$ cat src/rtl/core/mdd_pkg.sv
// Shared types and constants for the mouse drag detector.
// No dependencies; imported by every module of the block.
`timescale 1ns / 1ps

package mdd_pkg;

   localparam int COORD_BITS    = 16;
   localparam int DELTA_BITS    = 16;
   localparam int VEC_BITS      = COORD_BITS + 1;
   localparam int MAG_BITS      = COORD_BITS;
   localparam int FRAME_BITS    = 24;
   localparam int THR_BITS      = 10;
   localparam int THR_SQ_BITS   = 2 * THR_BITS;
   localparam int DIST_BITS     = 2 * MAG_BITS + 1;
   localparam int IN_DATA_BITS  = 72;
   localparam int OUT_DATA_BITS = 128;
   localparam int CSR_ADDR_BITS = 1;

   localparam logic [THR_SQ_BITS-1:0] THR_SQ_RESET = THR_SQ_BITS'(25);

   // Register indexes
   localparam logic [CSR_ADDR_BITS-1:0] CSR_THRESHOLD     = 1'b0;
   localparam logic [CSR_ADDR_BITS-1:0] CSR_USE_RAW_MOUSE = 1'b1;

   // Item kinds carried on tuser
   localparam logic MODE_TICK = 1'b0;
   localparam logic MODE_RAW  = 1'b1;

   typedef struct packed {
      logic dragging;
      logic started;
      logic ended;
   } mdd_status_type;

endpackage

$ cat src/rtl/core/mdd_button.sv
// Per-button drag state machine: candidate arming, threshold test, start and release.
// Depends on mdd_pkg.
`timescale 1ns / 1ps

module mdd_button
   import mdd_pkg::*;
(
   input  logic                          clock,
   input  logic                          reset,
   input  logic                          step,
   input  logic                          has_focus,
   input  logic                          btn_now,
   input  logic                          btn_before,
   input  logic signed [COORD_BITS-1:0]  cur_x,
   input  logic signed [COORD_BITS-1:0]  cur_y,
   input  logic        [THR_SQ_BITS-1:0] thr_sq,
   output mdd_status_type                status,
   output logic signed [VEC_BITS-1:0]    vec_x,
   output logic signed [VEC_BITS-1:0]    vec_y
);

   logic                         cand_ff, cand_in;
   logic                         drag_ff, drag_in;
   logic signed [COORD_BITS-1:0] press_x_ff, press_y_ff;
   logic signed [COORD_BITS-1:0] start_x_ff, start_y_ff;
   logic signed [COORD_BITS-1:0] start_x_in, start_y_in;

   logic                         press_edge, cand_eff, over_thr;
   logic signed [COORD_BITS-1:0] px_eff, py_eff;
   logic signed [VEC_BITS-1:0]   dx, dy, ndx, ndy;
   logic        [MAG_BITS-1:0]   ax, ay;
   logic        [DIST_BITS-1:0]  dist_sq;

   assign press_edge = btn_now & ~btn_before;
   assign cand_eff   = cand_ff | press_edge;
   assign px_eff     = press_edge ? cur_x : press_x_ff;
   assign py_eff     = press_edge ? cur_y : press_y_ff;

   // squared distance from the press point
   assign dx   = VEC_BITS'(cur_x) - VEC_BITS'(px_eff);
   assign dy   = VEC_BITS'(cur_y) - VEC_BITS'(py_eff);
   assign ndx  = -dx;
   assign ndy  = -dy;
   assign ax   = dx[VEC_BITS-1] ? ndx[MAG_BITS-1:0] : dx[MAG_BITS-1:0];
   assign ay   = dy[VEC_BITS-1] ? ndy[MAG_BITS-1:0] : dy[MAG_BITS-1:0];
   assign dist_sq = DIST_BITS'((2 * MAG_BITS)'(ax) * (2 * MAG_BITS)'(ax))
                  + DIST_BITS'((2 * MAG_BITS)'(ay) * (2 * MAG_BITS)'(ay));
   assign over_thr = dist_sq >= DIST_BITS'(thr_sq);

   always_comb begin
      cand_in    = cand_ff;
      drag_in    = drag_ff;
      start_x_in = start_x_ff;
      start_y_in = start_y_ff;
      status     = '0;
      priority if (!has_focus) begin
         status.ended = drag_ff;
         drag_in      = 1'b0;
         cand_in      = 1'b0;
      end else if (!drag_ff && btn_now) begin
         cand_in = cand_eff;
         if (cand_eff && over_thr) begin
            status.started = 1'b1;
            drag_in        = 1'b1;
            start_x_in     = px_eff;
            start_y_in     = py_eff;
         end
      end else if (!btn_now && btn_before) begin
         status.ended = drag_ff;
         drag_in      = 1'b0;
         cand_in      = 1'b0;
      end else begin
         cand_in = cand_eff;
      end
      status.dragging = drag_in;
   end

   assign vec_x = VEC_BITS'(cur_x) - VEC_BITS'(start_x_in);
   assign vec_y = VEC_BITS'(cur_y) - VEC_BITS'(start_y_in);

   always_ff @(posedge clock) begin
      if (reset) begin
         cand_ff    <= 1'b0;
         drag_ff    <= 1'b0;
         press_x_ff <= '0;
         press_y_ff <= '0;
         start_x_ff <= '0;
         start_y_ff <= '0;
      end else if (step) begin
         cand_ff    <= cand_in;
         drag_ff    <= drag_in;
         start_x_ff <= start_x_in;
         start_y_ff <= start_y_in;
         if (has_focus && press_edge) begin
            press_x_ff <= cur_x;
            press_y_ff <= cur_y;
         end
      end
   end

endmodule

$ cat src/rtl/core/mouse_drag_detector_top.sv
// Mouse drag detector top level: input register, frame delta, raw sums, result register.
// Depends on mdd_pkg and mdd_button.
`timescale 1ns / 1ps

// Frame-based drag detector for a left and a right button. Two kinds of
// transaction arrive on the req_ channel, told apart by req_tuser: a raw
// motion transaction (tuser = 1) adds raw_dx/raw_dy into two saturating
// ACCUM_BITS-wide sums and produces no result; a frame tick (tuser = 0)
// samples focus, button levels and cursor, runs both drag machines and
// produces exactly one rsp_ transaction. A drag starts once the squared
// distance from the press point reaches the threshold squared and ends on
// release or on loss of focus. Throughput is one transaction per clock,
// under any mix of ticks and raw motion while rsp_tready is high; a tick
// goes through the input register, then the result register, to rsp_.
// The critical path is the squared-distance test: two 16x16 squares, an
// add and a compare per button. The result register holds a finished
// result while the next transaction is taken into the input register, so
// only a stalled rsp_ side with both stages full holds off req_tready.
// No clearing pass is needed after reset. Write csr_ registers only while
// the block is idle; the threshold is squared at write time.

module mouse_drag_detector_top
   import mdd_pkg::*;
#(
   parameter int ACCUM_BITS = 24
)(
   input  logic                     clock,
   input  logic                     reset,
   // fields from bit 0: has_focus, left_button, right_button,
   // cursor_x[15:0], cursor_y[15:0], raw_dx[15:0], raw_dy[15:0], zero pad
   input  logic [IN_DATA_BITS-1:0]  req_tdata,
   input  logic                     req_tuser,   // mode: 0 frame tick, 1 raw delta
   input  logic                     req_tvalid,
   output logic                     req_tready,
   // fields from bit 0: frame_dx[23:0], frame_dy[23:0], left_dragging,
   // left_started, left_ended, right_dragging, right_started, right_ended,
   // left_vec_x[16:0], left_vec_y[16:0], right_vec_x[16:0], right_vec_y[16:0],
   // zero pad
   output logic [OUT_DATA_BITS-1:0] rsp_tdata,
   output logic                     rsp_tvalid,
   input  logic                     rsp_tready,
   input  logic                     csr_we,
   input  logic [CSR_ADDR_BITS-1:0] csr_addr,
   input  logic [THR_BITS-1:0]      csr_wdata
);

   localparam int SUM_BITS  = ACCUM_BITS + 1;
   localparam int WIDE_BITS = (ACCUM_BITS > FRAME_BITS) ? ACCUM_BITS : FRAME_BITS;
   localparam int PAY_BITS  = 2 * FRAME_BITS + 6 + 4 * VEC_BITS;

   // configuration
   logic [THR_SQ_BITS-1:0] thr_sq_ff;
   logic                   use_raw_ff;

   // input register
   logic                    in_valid_ff;
   logic                    in_mode_ff;
   logic [IN_DATA_BITS-1:0] in_data_ff;

   // block state
   logic [1:0]                   btn_now_ff;
   logic signed [COORD_BITS-1:0] last_x_ff, last_y_ff;
   logic signed [ACCUM_BITS-1:0] acc_x_ff, acc_y_ff;
   logic signed [ACCUM_BITS-1:0] acc_x_in, acc_y_in;

   // result register
   logic                    out_valid_ff;
   logic [PAY_BITS-1:0]     out_pay_ff, out_pay_in;

   // unpacked fields of the held transaction
   logic                         f_focus, f_left, f_right;
   logic signed [COORD_BITS-1:0] f_cx, f_cy;
   logic signed [DELTA_BITS-1:0] f_rdx, f_rdy;

   logic fire, tick_fire, raw_fire;
   logic [1:0] btn_in;

   mdd_status_type              st_left, st_right;
   logic signed [VEC_BITS-1:0]  lvx, lvy, rvx, rvy;

   logic signed [SUM_BITS-1:0]   sum_x, sum_y;
   logic signed [VEC_BITS-1:0]   cdx, cdy;
   logic signed [WIDE_BITS-1:0]  wide_x, wide_y, frame_max, frame_min;
   logic signed [FRAME_BITS-1:0] raw_fx, raw_fy, fdx, fdy;

   assign f_focus = in_data_ff[0];
   assign f_left  = in_data_ff[1];
   assign f_right = in_data_ff[2];
   assign f_cx    = in_data_ff[3 +: COORD_BITS];
   assign f_cy    = in_data_ff[3 + COORD_BITS +: COORD_BITS];
   assign f_rdx   = in_data_ff[3 + 2 * COORD_BITS +: DELTA_BITS];
   assign f_rdy   = in_data_ff[3 + 2 * COORD_BITS + DELTA_BITS +: DELTA_BITS];

   // raw motion never needs the result register, a tick needs it free or draining
   assign fire       = in_valid_ff && (in_mode_ff == MODE_RAW || !out_valid_ff || rsp_tready);
   assign tick_fire  = fire && (in_mode_ff == MODE_TICK);
   assign raw_fire   = fire && (in_mode_ff == MODE_RAW);
   assign req_tready = !in_valid_ff || fire;

   assign btn_in = f_focus ? {f_right, f_left} : 2'b00;

   mdd_button u_left (
      .clock      (clock),
      .reset      (reset),
      .step       (tick_fire),
      .has_focus  (f_focus),
      .btn_now    (btn_in[0]),
      .btn_before (btn_now_ff[0]),
      .cur_x      (f_cx),
      .cur_y      (f_cy),
      .thr_sq     (thr_sq_ff),
      .status     (st_left),
      .vec_x      (lvx),
      .vec_y      (lvy)
   );

   mdd_button u_right (
      .clock      (clock),
      .reset      (reset),
      .step       (tick_fire),
      .has_focus  (f_focus),
      .btn_now    (btn_in[1]),
      .btn_before (btn_now_ff[1]),
      .cur_x      (f_cx),
      .cur_y      (f_cy),
      .thr_sq     (thr_sq_ff),
      .status     (st_right),
      .vec_x      (rvx),
      .vec_y      (rvy)
   );

   // saturating raw sums
   assign sum_x = SUM_BITS'(acc_x_ff) + SUM_BITS'(f_rdx);
   assign sum_y = SUM_BITS'(acc_y_ff) + SUM_BITS'(f_rdy);

   always_comb begin
      acc_x_in = sum_x[ACCUM_BITS-1:0];
      acc_y_in = sum_y[ACCUM_BITS-1:0];
      if (sum_x[SUM_BITS-1] != sum_x[SUM_BITS-2])
         acc_x_in = sum_x[SUM_BITS-1] ? {1'b1, {(ACCUM_BITS-1){1'b0}}}
                                      : {1'b0, {(ACCUM_BITS-1){1'b1}}};
      if (sum_y[SUM_BITS-1] != sum_y[SUM_BITS-2])
         acc_y_in = sum_y[SUM_BITS-1] ? {1'b1, {(ACCUM_BITS-1){1'b0}}}
                                      : {1'b0, {(ACCUM_BITS-1){1'b1}}};
   end

   // raw sums clamped into the frame delta range
   assign frame_max = {{(WIDE_BITS-FRAME_BITS+1){1'b0}}, {(FRAME_BITS-1){1'b1}}};
   assign frame_min = ~frame_max;
   assign wide_x    = WIDE_BITS'(acc_x_ff);
   assign wide_y    = WIDE_BITS'(acc_y_ff);

   always_comb begin
      raw_fx = wide_x[FRAME_BITS-1:0];
      raw_fy = wide_y[FRAME_BITS-1:0];
      if (wide_x > frame_max) raw_fx = frame_max[FRAME_BITS-1:0];
      if (wide_x < frame_min) raw_fx = frame_min[FRAME_BITS-1:0];
      if (wide_y > frame_max) raw_fy = frame_max[FRAME_BITS-1:0];
      if (wide_y < frame_min) raw_fy = frame_min[FRAME_BITS-1:0];
   end

   assign cdx = VEC_BITS'(f_cx) - VEC_BITS'(last_x_ff);
   assign cdy = VEC_BITS'(f_cy) - VEC_BITS'(last_y_ff);

   always_comb begin
      priority if (!f_focus) begin
         fdx = '0;
         fdy = '0;
      end else if (use_raw_ff) begin
         fdx = raw_fx;
         fdy = raw_fy;
      end else begin
         fdx = FRAME_BITS'(cdx);
         fdy = FRAME_BITS'(cdy);
      end
   end

   assign out_pay_in = {rvy, rvx, lvy, lvx,
                        st_right.ended, st_right.started, st_right.dragging,
                        st_left.ended, st_left.started, st_left.dragging,
                        fdy, fdx};

   assign rsp_tvalid = out_valid_ff;
   assign rsp_tdata  = OUT_DATA_BITS'(out_pay_ff);

   // configuration writes
   always_ff @(posedge clock) begin
      if (reset) begin
         thr_sq_ff  <= THR_SQ_RESET;
         use_raw_ff <= 1'b0;
      end else if (csr_we) begin
         unique case (csr_addr)
            CSR_THRESHOLD:     thr_sq_ff  <= THR_SQ_BITS'(csr_wdata) * THR_SQ_BITS'(csr_wdata);
            CSR_USE_RAW_MOUSE: use_raw_ff <= csr_wdata[0];
            default: ;
         endcase
      end
   end

   // input register
   always_ff @(posedge clock) begin
      if (reset) begin
         in_valid_ff <= 1'b0;
      end else if (req_tready) begin
         in_valid_ff <= req_tvalid;
      end
   end

   always_ff @(posedge clock) begin
      if (req_tvalid && req_tready) begin
         in_mode_ff <= req_tuser;
         in_data_ff <= req_tdata;
      end
   end

   // block state
   always_ff @(posedge clock) begin
      if (reset) begin
         btn_now_ff <= '0;
         last_x_ff  <= '0;
         last_y_ff  <= '0;
         acc_x_ff   <= '0;
         acc_y_ff   <= '0;
      end else if (raw_fire) begin
         acc_x_ff <= acc_x_in;
         acc_y_ff <= acc_y_in;
      end else if (tick_fire) begin
         btn_now_ff <= btn_in;
         last_x_ff  <= f_cx;
         last_y_ff  <= f_cy;
         acc_x_ff   <= '0;
         acc_y_ff   <= '0;
      end
   end

   // result register
   always_ff @(posedge clock) begin
      if (reset) begin
         out_valid_ff <= 1'b0;
      end else if (tick_fire) begin
         out_valid_ff <= 1'b1;
      end else if (rsp_tready) begin
         out_valid_ff <= 1'b0;
      end
   end

   always_ff @(posedge clock) begin
      if (tick_fire) begin
         out_pay_ff <= out_pay_in;
      end
   end

endmodule

$ cat config.mk
export PLATFORM = sky130hd
export DESIGN_NAME = mouse_drag_detector_top
export DESIGN_NICKNAME = d
export VERILOG_FILES = /design/src/rtl/core/mdd_pkg.sv /design/src/rtl/core/mdd_button.sv /design/src/rtl/core/mouse_drag_detector_top.sv
export SDC_FILE = /design/constraint.sdc
export NUM_CORES = 2
export LEC_CHECK = 0
export ABC_AREA = 1
export CAP_MARGIN = 20
export CORE_MARGIN = 2
export CORE_UTILIZATION = 47
export DETAILED_ROUTE_END_ITERATION = 8
export DONT_BUFFER_PORTS = 1
export PLACE_DENSITY = 0.62
export SYNTH_ARGS = -nofsm -noshare
export SYNTH_HDL_FRONTEND = slang
export SYNTH_SLANG_ARGS = --single-unit
export TNS_END_PERCENT = 5
$ cat constraint.sdc
create_clock -name clock -period 19.7 [get_ports clock]
set_clock_uncertainty 0.05 [all_clocks]
set_input_delay 1.97 -clock clock [delete_from_list [all_inputs] [get_ports clock]]
set_output_delay 1.97 -clock clock [all_outputs]
set_load 0.01 [all_outputs]
==> run_results.csv <==
group,metric,value,unit
setup_path,reg2reg_from,"in_data_ff[0]",
setup_path,crit_path_end_kind,"register",
setup_path,path_class,"register to register",
clock_tree,cts_tree,"yes",
floorplan,rows,132,
setup_path,worst-path-buf-inv,7,
place,port_buffers,0,
cells_and_area,syn2layout_area_growth,5.53,%
sta,fin_crit,17.48,ns
yosys,synth_cell_types,65,
yosys,syn_inst,7522,
cells_and_area,layout-drive-gt1-share,3.72,%
sta,finalHoldViolCount,0,
setup_path,critPathLaunch,"in_data_ff[0]",
routing,drt-pass1-iter-count,6,
sta,final.setup.tns,0,ns
sta,holdWs,0.404,ns
sta,slew_headroom,24.3,%
routing,drc,0,
clock_tree,htree_levels,2,
place,place_inst,9127,
clock_tree,clk_latency,0.66,ns
global_routing,grt_pass1_vias,48200,
global_routing,grt_max_degree,138,
setup_path,cp_common_cell,"nand2_1",
yosys,yosysWarnings,0,
floorplan,core_area,129000,sq um
yosys,synth_edf_count,190,
setup_path,cp.required,20.04,ns
place,dp_hpwl,132,mm
setup_path,crit_fanout,37,
sta,rsz0062_at_grt,"false",
routing,vias,48000,
clock_tree,hold_buffers,0,
routing,wl,163,mm
yosys,syn-cell-area,61100,sq um
cells_and_area,multi_input_area,43100,sq um
routing,via_per_inst,5.20,
clock_tree,cts_buffers,47,
routing,drt_iter0_drc,3171,
yosys,synth_seq_area_share,17.1,%
floorplan,die_h,364,microns
yosys,synthArstFlopShare,0,%
clock_tree,path_clk_slew,0.07,ns
global_routing,grt_use_total,25.1,%
hold_path,min_to,"u_right.press_y_ff[13]",
hold_path,whs_path_depth,2,
hold_path,min_from,"u_right.press_y_ff[13]",
place,gp_congestion,0.945,
sta,fin_crit_sh,88.7,%
setup_path,arrival,17.81,ns
cells_and_area,fillers,12400,
sta,fmax,0.0572,GHz
setup_path,r2r_slack,2.22,ns
global_routing,grt_pass1_wl,262,mm
cells_and_area,finalNonFillerCells,9219,
cells_and_area,nets,9028,
yosys,syn_area_per_cell,8.12,sq um
floorplan,fp.dieW,364,microns
routing,final_antenna_net_count,0,
clock_tree,numClockSinks,426,
setup_path,reg2regPathDepth,65,
clock_tree,clockBufferDepth,3,
setup_path,max_stage_delay,0.86,ns
setup_path,r2r_end,"out_pay_ff[70]",
global_routing,grt-ovfl-total,0,
setup_path,worst_path_max_delay_cell,"xor2_1",
job,max_cap_violations,0,
hold_path,hold_class,"register to register",
sta,tightest_slew,1.13,ns
setup_path,cp_top_family,"simple AND/OR/NAND/NOR gates",
floorplan,start_util,47.2,%
sta,slew_violations,0,
setup_path,critical_path.startpoint_type,"register",
cells_and_area,final_core_util,49.8,%
floorplan,die-area,133000,sq um
clock_tree,cts_root_buf,"clkbuf_16",
clock_tree,cts_resized,0,
cells_and_area,seq_area,10400,sq um
yosys,yosys_register_bits,426,
sta,finalSetupViolations,0,
status,outcome,"complete, no violations",
clock_tree,postCtsSetupBuffers,0,
floorplan,ioPinCount,219,
routing,routedWlPerCell,17.7,microns
yosys,synthFlopType,"dfxtp_1",
global_routing,antenna_found_initial,11,
-- worst max path at each step --
stage | end | slack [ns] | depth (start not counted)
after CTS | out_pay_ff[121] | 2.31 | 68
after global placement | out_pay_ff[121] | 2.51 | 68
final | out_pay_ff[70] | 2.22 | 65
after detailed placement | out_pay_ff[121] | 2.39 | 68
after floorplan | out_pay_ff[120] | 6.20 | 79
after global routing | out_pay_ff[87] | 1.01 | 65
-- synthesized netlist by cell type, types with 29 or more instances --
master    count  area (sq um)
nand2_1    1172          4400
a21oi_1     479          2400
o21ai_0     292          1460
clkbuf_1    137           514
or2_2        39           244
nor3_1       45           225
o21a_1       83           623
fa_1        828         16600
inv_1      1731          6500
and2_1       61           382
nand4_1     105           657
edfxtp_1    190          5710
nor2_1      552          2070
xor2_1      178          1560
buf_2        29           145
nand3_1     289          1450
xnor2_1      87           762
dfxtp_1     236          4720
ha_1        677          8470
o21bai_1     29           218
-- worst register-to-register path: cells and delay by family, from the launching register on --
family / cells / cell delay [ns]
xor gates and xnor gates: 2 / 0.95
DFF: 1 / 0.79
adders and majority gates: 13 / 5.65
AOI/OAI and AO/OA: 10 / 1.79
and+or+nand+nor: 33 / 5.90
buffers and inverters: 7 / 2.11
-- state kept, by name, summed over array words and instances, names as in the netlist, 2 cells and up --
name,flops
u_left.press_x_ff,16
last_y_ff,16
last_x_ff,16
thr_sq_ff,19
u_left.press_y_ff,16
u_left.start_x_ff,16
u_right.start_x_ff,16
out_pay_ff,122
in_data_ff,67
u_right.press_y_ff,16
u_right.start_y_ff,16
acc_y_ff,24
u_right.press_x_ff,16
btn_now_ff,2
u_left.start_y_ff,16
acc_x_ff,24
-- final cells by class --
type,instances,area share [%]
multi-input combinational,5119,66.9
sequential,426,16.2
inverter,1774,10.3
tap,1742,3.38
clock buffer,64,2.05
timing repair buffer,66,0.769
clock inverter,23,0.377
antenna,5,0.0194
-- metrics by stage --
stage | setup slack (ns) | cell area, sq um
6_report | 2.22 | 64500
5_1_grt | 1.01 | 64400
4_1_cts | 2.31 | 64400
3_5_place_dp | 2.39 | 62900
3_3_place_gp | 2.51 | 62900
2_1_floorplan | 6.20 | 61100
-- cells in the final DEF, fill, tap and decap left out, types with 11 or more instances in the layout --
cell type,count
a31oi_1,19
nand3_2,11
or2_2,39
clkinv_1,23
o21ai_0,292
inv_2,23
nand2_2,15
fa_1,828
xor2_1,175
xnor2_1,87
nand3_1,289
nor4_1,17
o21bai_1,29
clkbuf_16,47
nor2_2,13
o21ai_1,15
ha_1,677
and2_1,61
nand4_1,105
nand2_1,1172
nor3_1,45
a21o_1,18
inv_1,1730
o21a_1,83
dfxtp_1,235
edfxtp_1,190
a21oi_1,479
buf_4,66
nor2_1,548
o211ai_1,12
-- cell families after synthesis --
kind of cell	count (synthesis)	synth area share, %
and+or+nand+nor	2337	16.4
AOI/OAI and AO/OA	1002	9.14
xor gates and xnor gates	269	3.91
buffers and inverters	1982	12.5
adders and majority gates	1505	41.0
other	1	0.00614
DFF	426	17.1
-- per-layer routing --
| metal | global-route usage, % | share of wire (%) | wire length [microns] | up-vias |
|---|---|---|---|---|
| met3 | 2.92 | 5.7 | 9200 | 197 |
| li1 | - | - | - | 23200 |
| met2 | 42.2 | 47 | 76300 | 1230 |
| met1 | 34.6 | 45 | 73500 | 23400 |
| met5 | 0 | 0.012 | 20 | - |
| met4 | 5.66 | 2.3 | 3700 | 2 |
Power is left out: the tool's default activity adds up to more than one toggle a clock period on the data nets, which glitch-free logic cannot reach.
